--- src/design/kdlp_pkg.sv ---
package kdlp_pkg;

	localparam int STORE_DEPTH_DEF = 16;
	localparam int FIRST_DIGIT_BIT = 0;
	localparam int NUM_DIGITS      = 10;
	localparam int ENTER_BIT       = 10;
	localparam int CANCEL_BIT      = 11;

	localparam int                KEY_W      = 16;
	localparam int                HOLD_W     = 17;
	localparam logic [HOLD_W-1:0] HOLD_MAX   = '1;
	localparam logic [15:0]       LONG_RESET = 16'd100;

	typedef enum logic [2:0] {
		REQ_TICK       = 3'd0,
		REQ_CLR_ENTER  = 3'd1,
		REQ_CLR_CANCEL = 3'd2,
		REQ_CLR_DIGITS = 3'd3,
		REQ_READ       = 3'd4
	} kdlp_req_t;

	typedef enum logic [1:0] {
		MODE_RELEASED = 2'd0,
		MODE_PRESSING = 2'd1,
		MODE_LONG     = 2'd2
	} kdlp_mode_t;

	typedef struct packed {
		logic [2:0]       req_type;
		logic [KEY_W-1:0] key_bits;
		logic [3:0]       read_index;
	} kdlp_in_t;

	typedef struct packed {
		logic       enter_new_press;
		logic       enter_long;
		logic       cancel_new_press;
		logic       cancel_long;
		logic [3:0] digit_count;
		logic [3:0] read_digit;
	} kdlp_out_t;

	// per-key controls from the sampler to a key machine
	typedef struct packed {
		logic tick;   // stable sample this cycle
		logic held;
		logic fresh;
		logic clear;
	} kdlp_key_ctrl_t;

	typedef struct packed {
		logic new_press;
		logic long_press;
	} kdlp_key_flags_t;

endpackage

--- src/design/kdlp_key_fsm.sv ---
module kdlp_key_fsm (
	input  logic                     clk,
	input  logic                     arst_n,
	input  kdlp_pkg::kdlp_key_ctrl_t ctrl,
	input  logic [15:0]              threshold,
	output kdlp_pkg::kdlp_key_flags_t flags_next
);
	import kdlp_pkg::*;

	kdlp_mode_t        mode_q, mode_next;
	logic [HOLD_W-1:0] hold_q, hold_next;
	kdlp_key_flags_t   flags_q;
	logic              over_thr;

	always_comb begin
		hold_next = hold_q;
		if (ctrl.tick) begin
			if (!ctrl.held)
				hold_next = '0;
			else if (hold_q != HOLD_MAX)
				hold_next = hold_q + 1'b1;
		end
	end

	assign over_thr = hold_next > HOLD_W'(threshold);

	always_comb begin
		mode_next = mode_q;
		if (ctrl.tick) begin
			unique case (mode_q)
				MODE_RELEASED: begin
					if (ctrl.held)
						mode_next = MODE_PRESSING;
				end
				MODE_PRESSING: begin
					if (!ctrl.held)
						mode_next = MODE_RELEASED;
					else if (over_thr)
						mode_next = MODE_LONG;
				end
				MODE_LONG: begin
					if (!ctrl.held)
						mode_next = MODE_RELEASED;
				end
				default: mode_next = mode_q;
			endcase
		end
	end

	always_comb begin
		flags_next = flags_q;
		if (ctrl.clear) begin
			flags_next = '0;
		end else if (ctrl.tick) begin
			flags_next.new_press  = ctrl.fresh;
			flags_next.long_press = flags_q.long_press
				| (mode_q == MODE_PRESSING && ctrl.held && over_thr);
		end
	end

	always_ff @(posedge clk or negedge arst_n) begin
		if (!arst_n) begin
			mode_q  <= MODE_RELEASED;
			hold_q  <= '0;
			flags_q <= '0;
		end else begin
			mode_q  <= mode_next;
			hold_q  <= hold_next;
			flags_q <= flags_next;
		end
	end

endmodule

--- src/design/keypad_debounce_long_press.sv ---
// Debounced keypad front end. Each request returns exactly one result transaction with the
// status after that request. Throughput is one request per clock while no result is held
// by out_stall; each request passes the input register, then the result register, with a
// single pass of compare, digit pick and hold counter update between them. A held result
// blocks entry once the input register is full. cfg_wr_data sets the long press threshold
// (reset 100); write it only while no transaction is in flight. A tick counts only when
// key_bits equals the previous tick's bitmap; on a stable tick the lowest newly pressed
// digit key is appended to the digit store, whose count wraps at STORE_DEPTH.
module keypad_debounce_long_press #(
	parameter int STORE_DEPTH = kdlp_pkg::STORE_DEPTH_DEF
) (
	input  logic                clk,
	input  logic                arst_n,
	input  logic                in_valid,
	output logic                in_stall,
	input  kdlp_pkg::kdlp_in_t  in_data,
	output logic                out_valid,
	input  logic                out_stall,
	output kdlp_pkg::kdlp_out_t out_data,
	input  logic                cfg_wr_en,
	input  logic [15:0]         cfg_wr_data
);
	import kdlp_pkg::*;

	localparam int IDX_W = (STORE_DEPTH > 1) ? $clog2(STORE_DEPTH) : 1;

	logic             valid_s1;
	kdlp_in_t         data_s1;
	logic             out_valid_q;
	kdlp_out_t        out_data_q;
	logic [15:0]      thr_q;
	logic [KEY_W-1:0] raw_prev_q, stable_prev_q;
	logic [3:0]       digit_fill_q, digit_fill_d;
	logic [3:0]       digit_store_q [STORE_DEPTH];

	logic advance, fire;
	logic is_tick, clr_enter, clr_cancel, clr_digits, is_read;
	logic stable_tick;
	logic pick_found;
	logic [3:0] pick_pos;
	logic [3:0] fill_inc;
	logic rd_hit;
	kdlp_key_ctrl_t  enter_ctrl, cancel_ctrl;
	kdlp_key_flags_t enter_flags, cancel_flags;

	assign advance  = !out_valid_q || !out_stall;
	assign fire     = valid_s1 && advance;
	assign in_stall = valid_s1 && !advance;

	always_ff @(posedge clk or negedge arst_n) begin
		if (!arst_n)
			valid_s1 <= 1'b0;
		else if (!in_stall)
			valid_s1 <= in_valid;
	end

	always_ff @(posedge clk) begin
		if (in_valid && !in_stall)
			data_s1 <= in_data;
	end

	always_comb begin
		is_tick    = 1'b0;
		clr_enter  = 1'b0;
		clr_cancel = 1'b0;
		clr_digits = 1'b0;
		is_read    = 1'b0;
		unique case (data_s1.req_type)
			REQ_TICK:       is_tick    = fire;
			REQ_CLR_ENTER:  clr_enter  = fire;
			REQ_CLR_CANCEL: clr_cancel = fire;
			REQ_CLR_DIGITS: clr_digits = fire;
			REQ_READ:       is_read    = fire;
			default: ;
		endcase
	end

	assign stable_tick = is_tick && (data_s1.key_bits == raw_prev_q);

	// lowest digit key that is down now and was up on the last stable sample
	always_comb begin
		pick_found = 1'b0;
		pick_pos   = '0;
		for (int k = NUM_DIGITS - 1; k >= 0; k--) begin
			if (data_s1.key_bits[FIRST_DIGIT_BIT + k]
			    && !stable_prev_q[FIRST_DIGIT_BIT + k]) begin
				pick_found = 1'b1;
				pick_pos   = 4'(FIRST_DIGIT_BIT + k);
			end
		end
	end

	assign fill_inc = ({1'b0, digit_fill_q} == 5'(STORE_DEPTH - 1)) ? '0 : digit_fill_q + 1'b1;

	always_comb begin
		digit_fill_d = digit_fill_q;
		if (clr_digits)
			digit_fill_d = '0;
		else if (stable_tick && pick_found)
			digit_fill_d = fill_inc;
	end

	// entries at or above the fill count are never read, so the store needs no clear
	assign rd_hit = is_read && (data_s1.read_index < digit_fill_q);

	always_ff @(posedge clk) begin
		if (stable_tick && pick_found)
			digit_store_q[digit_fill_q[IDX_W-1:0]] <= pick_pos;
	end

	always_ff @(posedge clk or negedge arst_n) begin
		if (!arst_n) begin
			thr_q         <= LONG_RESET;
			raw_prev_q    <= '0;
			stable_prev_q <= '0;
			digit_fill_q  <= '0;
		end else begin
			if (cfg_wr_en)
				thr_q <= cfg_wr_data;
			if (is_tick)
				raw_prev_q <= data_s1.key_bits;
			if (stable_tick)
				stable_prev_q <= data_s1.key_bits;
			digit_fill_q <= digit_fill_d;
		end
	end

	always_comb begin
		enter_ctrl.tick   = stable_tick;
		enter_ctrl.held   = data_s1.key_bits[ENTER_BIT];
		enter_ctrl.fresh  = data_s1.key_bits[ENTER_BIT] && !stable_prev_q[ENTER_BIT];
		enter_ctrl.clear  = clr_enter;
		cancel_ctrl.tick  = stable_tick;
		cancel_ctrl.held  = data_s1.key_bits[CANCEL_BIT];
		cancel_ctrl.fresh = data_s1.key_bits[CANCEL_BIT] && !stable_prev_q[CANCEL_BIT];
		cancel_ctrl.clear = clr_cancel;
	end

	kdlp_key_fsm u_enter (
		.clk        (clk),
		.arst_n     (arst_n),
		.ctrl       (enter_ctrl),
		.threshold  (thr_q),
		.flags_next (enter_flags)
	);

	kdlp_key_fsm u_cancel (
		.clk        (clk),
		.arst_n     (arst_n),
		.ctrl       (cancel_ctrl),
		.threshold  (thr_q),
		.flags_next (cancel_flags)
	);

	always_ff @(posedge clk or negedge arst_n) begin
		if (!arst_n)
			out_valid_q <= 1'b0;
		else if (advance)
			out_valid_q <= valid_s1;
	end

	always_ff @(posedge clk) begin
		if (fire) begin
			out_data_q.enter_new_press  <= enter_flags.new_press;
			out_data_q.enter_long       <= enter_flags.long_press;
			out_data_q.cancel_new_press <= cancel_flags.new_press;
			out_data_q.cancel_long      <= cancel_flags.long_press;
			out_data_q.digit_count      <= digit_fill_d;
			out_data_q.read_digit       <= rd_hit
				? digit_store_q[data_s1.read_index[IDX_W-1:0]] : '0;
		end
	end

	assign out_valid = out_valid_q;
	assign out_data  = out_data_q;

	a_fill_range: assert property (@(posedge clk) disable iff (!arst_n)
		{1'b0, digit_fill_q} < 5'(STORE_DEPTH))
		else $error("digit fill count out of range");

	a_stall_cause: assert property (@(posedge clk) disable iff (!arst_n)
		in_stall |-> valid_s1 && out_valid_q && out_stall)
		else $error("input stalled without a blocked result");

	a_read_zero: assert property (@(posedge clk) disable iff (!arst_n)
		(fire && !is_read) |=> out_data.read_digit == '0)
		else $error("read_digit nonzero on a non-read transaction");

	a_fill_step: assert property (@(posedge clk) disable iff (!arst_n)
		(!fire) |=> $stable(digit_fill_q))
		else $error("digit fill changed without a transaction");

endmodule
--- config.mk ---
export PLATFORM = sky130hd
export DESIGN_NAME = keypad_debounce_long_press
export DESIGN_NICKNAME = d
export VERILOG_FILES = /design/src/design/kdlp_pkg.sv /design/src/design/kdlp_key_fsm.sv /design/src/design/keypad_debounce_long_press.sv
export SDC_FILE = /design/constraint.sdc
export NUM_CORES = 1
export LEC_CHECK = 0
export BUFFER_PORTS_ARGS = -buffer_cell sky130_fd_sc_hd__buf_2
export CAP_MARGIN = 20
export CORE_ASPECT_RATIO = 1.4
export CORE_MARGIN = 2
export CORE_UTILIZATION = 51
export DETAILED_ROUTE_END_ITERATION = 12
export MAX_ROUTING_LAYER = met4
export PLACE_DENSITY = 0.78
export SYNTH_ARGS = -nofsm -noshare
export SYNTH_HDL_FRONTEND = slang
export SYNTH_SLANG_ARGS = --single-unit
--- constraint.sdc ---
create_clock -name clk -period 5.2 [get_ports clk]
set_clock_uncertainty 0.2 [all_clocks]
set_input_delay 0.78 -clock clk [delete_from_list [all_inputs] [get_ports clk]]
set_output_delay 0.78 -clock clk [all_outputs]
set_load 0.1 [all_outputs]
==> summary.txt <==
Final layout
  • Nets@finish: 940
  • Area of the multi-input gates: 3730 um2
  • Commonest non-fill, non-tap cell in the layout: edfxtp_1
  • Layout cell share with drive strength beyond 1: 19.3%
  • Core Util, Final: 59.1%
  • Diode count: 0
  • Most frequent cells in the layout: edfxtp_1, dfrtp_1, nand2_1
  • Layout area overhead: 14.3%
  • Seq. cell area: 5280 um2
  • Fin area: 10600 um2
  • Fillers: 1427

Setup path
  • Crit-path leading delay family: simple AND/OR/NAND/NOR gates
  • Crit path top cell by count: or4_1
  • Cells along the critical path: buf_2, a21bo_1, or4_1, or4b_4, or4_1, or3_1, a21oi_1, ha_1, and4_1, a2111o_1, a22oi_1, nand2_1, a32o_1
  • Max stage delay on crit path: 670 ps
  • Req. time, crit path: 5190 ps
  • CP Class: input pin to flop
  • Slowest CP cell: or4_1
  • Crit path capture type: flop
  • Critical path arrival: 4920 ps
  • Crit start category: input pin
  • CP Buf/Inv Count: 1
  • Crit Path Max Fanout: 7

Drt
  • Vias: 6408
  • Number of remaining DRC errors: 0
  • DR pass1 iterations: 5
  • Vias per inst: 5.83
  • Drt total wl: 20400 um
  • DRC marker count from the first detailed-route iteration: 571
  • DR WL/cell: 18.6 um
  • Antenna viol nets, final: 0

Clock network
  • Hold-fix buffers, CTS: 0
  • Clk Latency, worst-skew pair: 440 ps
  • Post_cts resized: 0
  • Root buf cell: clkbuf_16
  • CTS tree: done
  • CTS buffer count: 17
  • H-tree Lvls: 4
  • Post-CTS Setup Bufs: 0
  • CTS max path bufs: 2
  • Clock Sinks: 191
  • Worst-path clk slew: 70 ps

STA
  • RSZ-0062 raised after global routing: no
  • Max Clock Freq: 203 MHz
  • Worst-Margin Slew: 752 ps
  • Setup ws final: 269 ps
  • Setup violators final: 0
  • Final Hold Viols: 0
  • Final min period: 4930 ps
  • Fin. max-slew vios: 0
  • Slew HR: 49.9%
  • Period utilisation layout: 94.8%
  • Hold Slack: 120 ps

Floorplanning
  • Die H: 164 um
  • Core area: 17900 um2
  • Die ar.: 19300 um2
  • # IOs: 58
  • Site row count: 58
  • Starting Density: 51.8%
  • Die Wd: 118 um

GRT
  • Largest net degree at the start of global routing: 52
  • GRT overflow: 0
  • Gr usage total: 22.6%
  • Initial antenna violation count: 0
  • Vias in the first global route: 6318
  • Global-route wire length before repair: 32300 um

Logic synthesis
  • Netlist Area Pre-Place: 9280 um2
  • Mapped Cells: 770
  • Post-synth top area cell: edfxtp_1
  • Unique masters post-synth: 65
  • Ys Warns: 0
  • Register area share after synthesis: 56.9%
  • Post-synth ARST share: 48.2%
  • FF+latch count, synth: 191
  • Post-synth top area share: 32.0%
  • Synth area leaders: edfxtp_1, dfrtp_1, ha_1, mux4_2, nand2_1
  • Synth Net Count: 863
  • Mapped Avg Cell Area: 12.0 um2
  • Synth Flop Type: edfxtp_1
  • EDFF count, synth: 99

Placement
  • Gp weighted congestion: 0.924
  • Pre-CTS WS: -136 ps
  • I/O Buffers: 57
  • DP HPWL: 15100 um
  • Area after DPL: 9940 um2

Job
  • Total of max-cap violations: 0

Power and ir drop
  • Power, Total: 0.00335 W
  • PwrDens: 316 nW/um2
  • Static Leakage: 4.44 nW
  • Max rail drop VDD: 0.214 mV

Run status
  • Status: completed

Worst hold path
  • Hold Path Class: input pin to async pin
==> registers in the layout, summed over array words and instances, names as in the netlist <==
name              flops
raw_prev_q           16
u_enter.mode_q        2
u_cancel.mode_q       2
out_valid             1
stable_prev_q        12
valid_s1              1
out_data             12
u_cancel.flags_q      2
digit_store_q        64
data_s1              22
u_enter.hold_q       17
thr_q                16
cancel_ctrl           1
u_enter.flags_q       2
digit_fill_q          4
u_cancel.hold_q      17
==> where the power goes <==
| part | switching (W) | internal [W] | total (W) |
|---|---|---|---|
| Sequential | 0.0000508 | 0.00167 | 0.00172 |
| Combinational | 0.000214 | 0.000139 | 0.000353 |
| Clock | 0.000601 | 0.000676 | 0.00128 |
| Total | 0.000866 | 0.00248 | 0.00335 |
==> metrics by stage <==
stage / TNS, ps / std cells
2_1_floorplan: 0 / 770
3_3_place_gp: -106 / 1063
3_5_place_dp: -388 / 1063
4_1_cts: 0 / 1095
5_1_grt: 0 / 1100
6_report: 0 / 1100
==> kinds of logic (layout without fill, tap and decap cells) <==
group	Yosys count	in the layout	share of synthesized area [%]
adder cells (fa/ha/maj)	49	49	6.61
buffers and inverters	70	160	2.91
AO/OA/AOI/OAI	136	136	9.40
AND/OR/NAND/NOR	261	261	14.7
flip-flops	191	191	56.9
multiplexers	44	44	7.66
XOR/XNOR	19	19	1.79
==> worst paths after layout <==
path / start / endpoint / slack (ps) / cells after the start
min in group clk: stable_prev_q[7]$_DFFE_PN0N_ / stable_prev_q[7]$_DFFE_PN0N_ / 270 / 2
min: arst_n / thr_q[10]$_DFFE_PN0P_ / 120 / 1
max in group asynchronous: arst_n / raw_prev_q[10]$_DFFE_PN0P_ / 3630 / 2
max: out_stall / out_data[10]$_DFFE_PN_ / 270 / 13
min reg2reg: stable_prev_q[7]$_DFFE_PN0N_ / stable_prev_q[7]$_DFFE_PN0N_ / 270 / 2
max reg2reg: out_valid$_DFFE_PN0N_ / out_data[10]$_DFFE_PN_ / 310 / 12
==> per-layer routing <==
metal / routed length, um / track usage [%]
met1: 7470 / 23.9
met2: 11300 / 41.1
met3: 923 / 4.05
met4: 733 / 10.5
met5: 0 / -
==> final cells by class <==
type,count,area share [%]
flip-flops and latches,191,49.8
multi-input cells,509,35.2
repair buffers,88,5.32
clock buffers,17,4.01
well taps,240,2.83
inverters,40,1.42
clock inverters,15,1.40
==> synthesized netlist by cell type (4+ instances only) <==
cell type,n
mux2_2,16
nand2_1,84
or4_1,9
and4_1,7
a21o_1,6
nor2b_1,14
o31ai_1,7
a21boi_0,4
inv_1,39
nand2b_1,7
xor2_1,13
mux2i_1,8
a211oi_1,7
and2_1,13
nand4_1,13
or3_1,9
mux4_2,20
o211ai_1,4
ha_1,49
nand3_1,22
edfxtp_1,99
nor3_1,13
dfrtp_1,89
o21ai_0,41
a21oi_1,33
xnor2_1,6
nor4_1,11
clkbuf_1,26
a31oi_1,5
and3_1,14
nor2_1,32
Note: power is estimated with default switching activity, not from simulation.
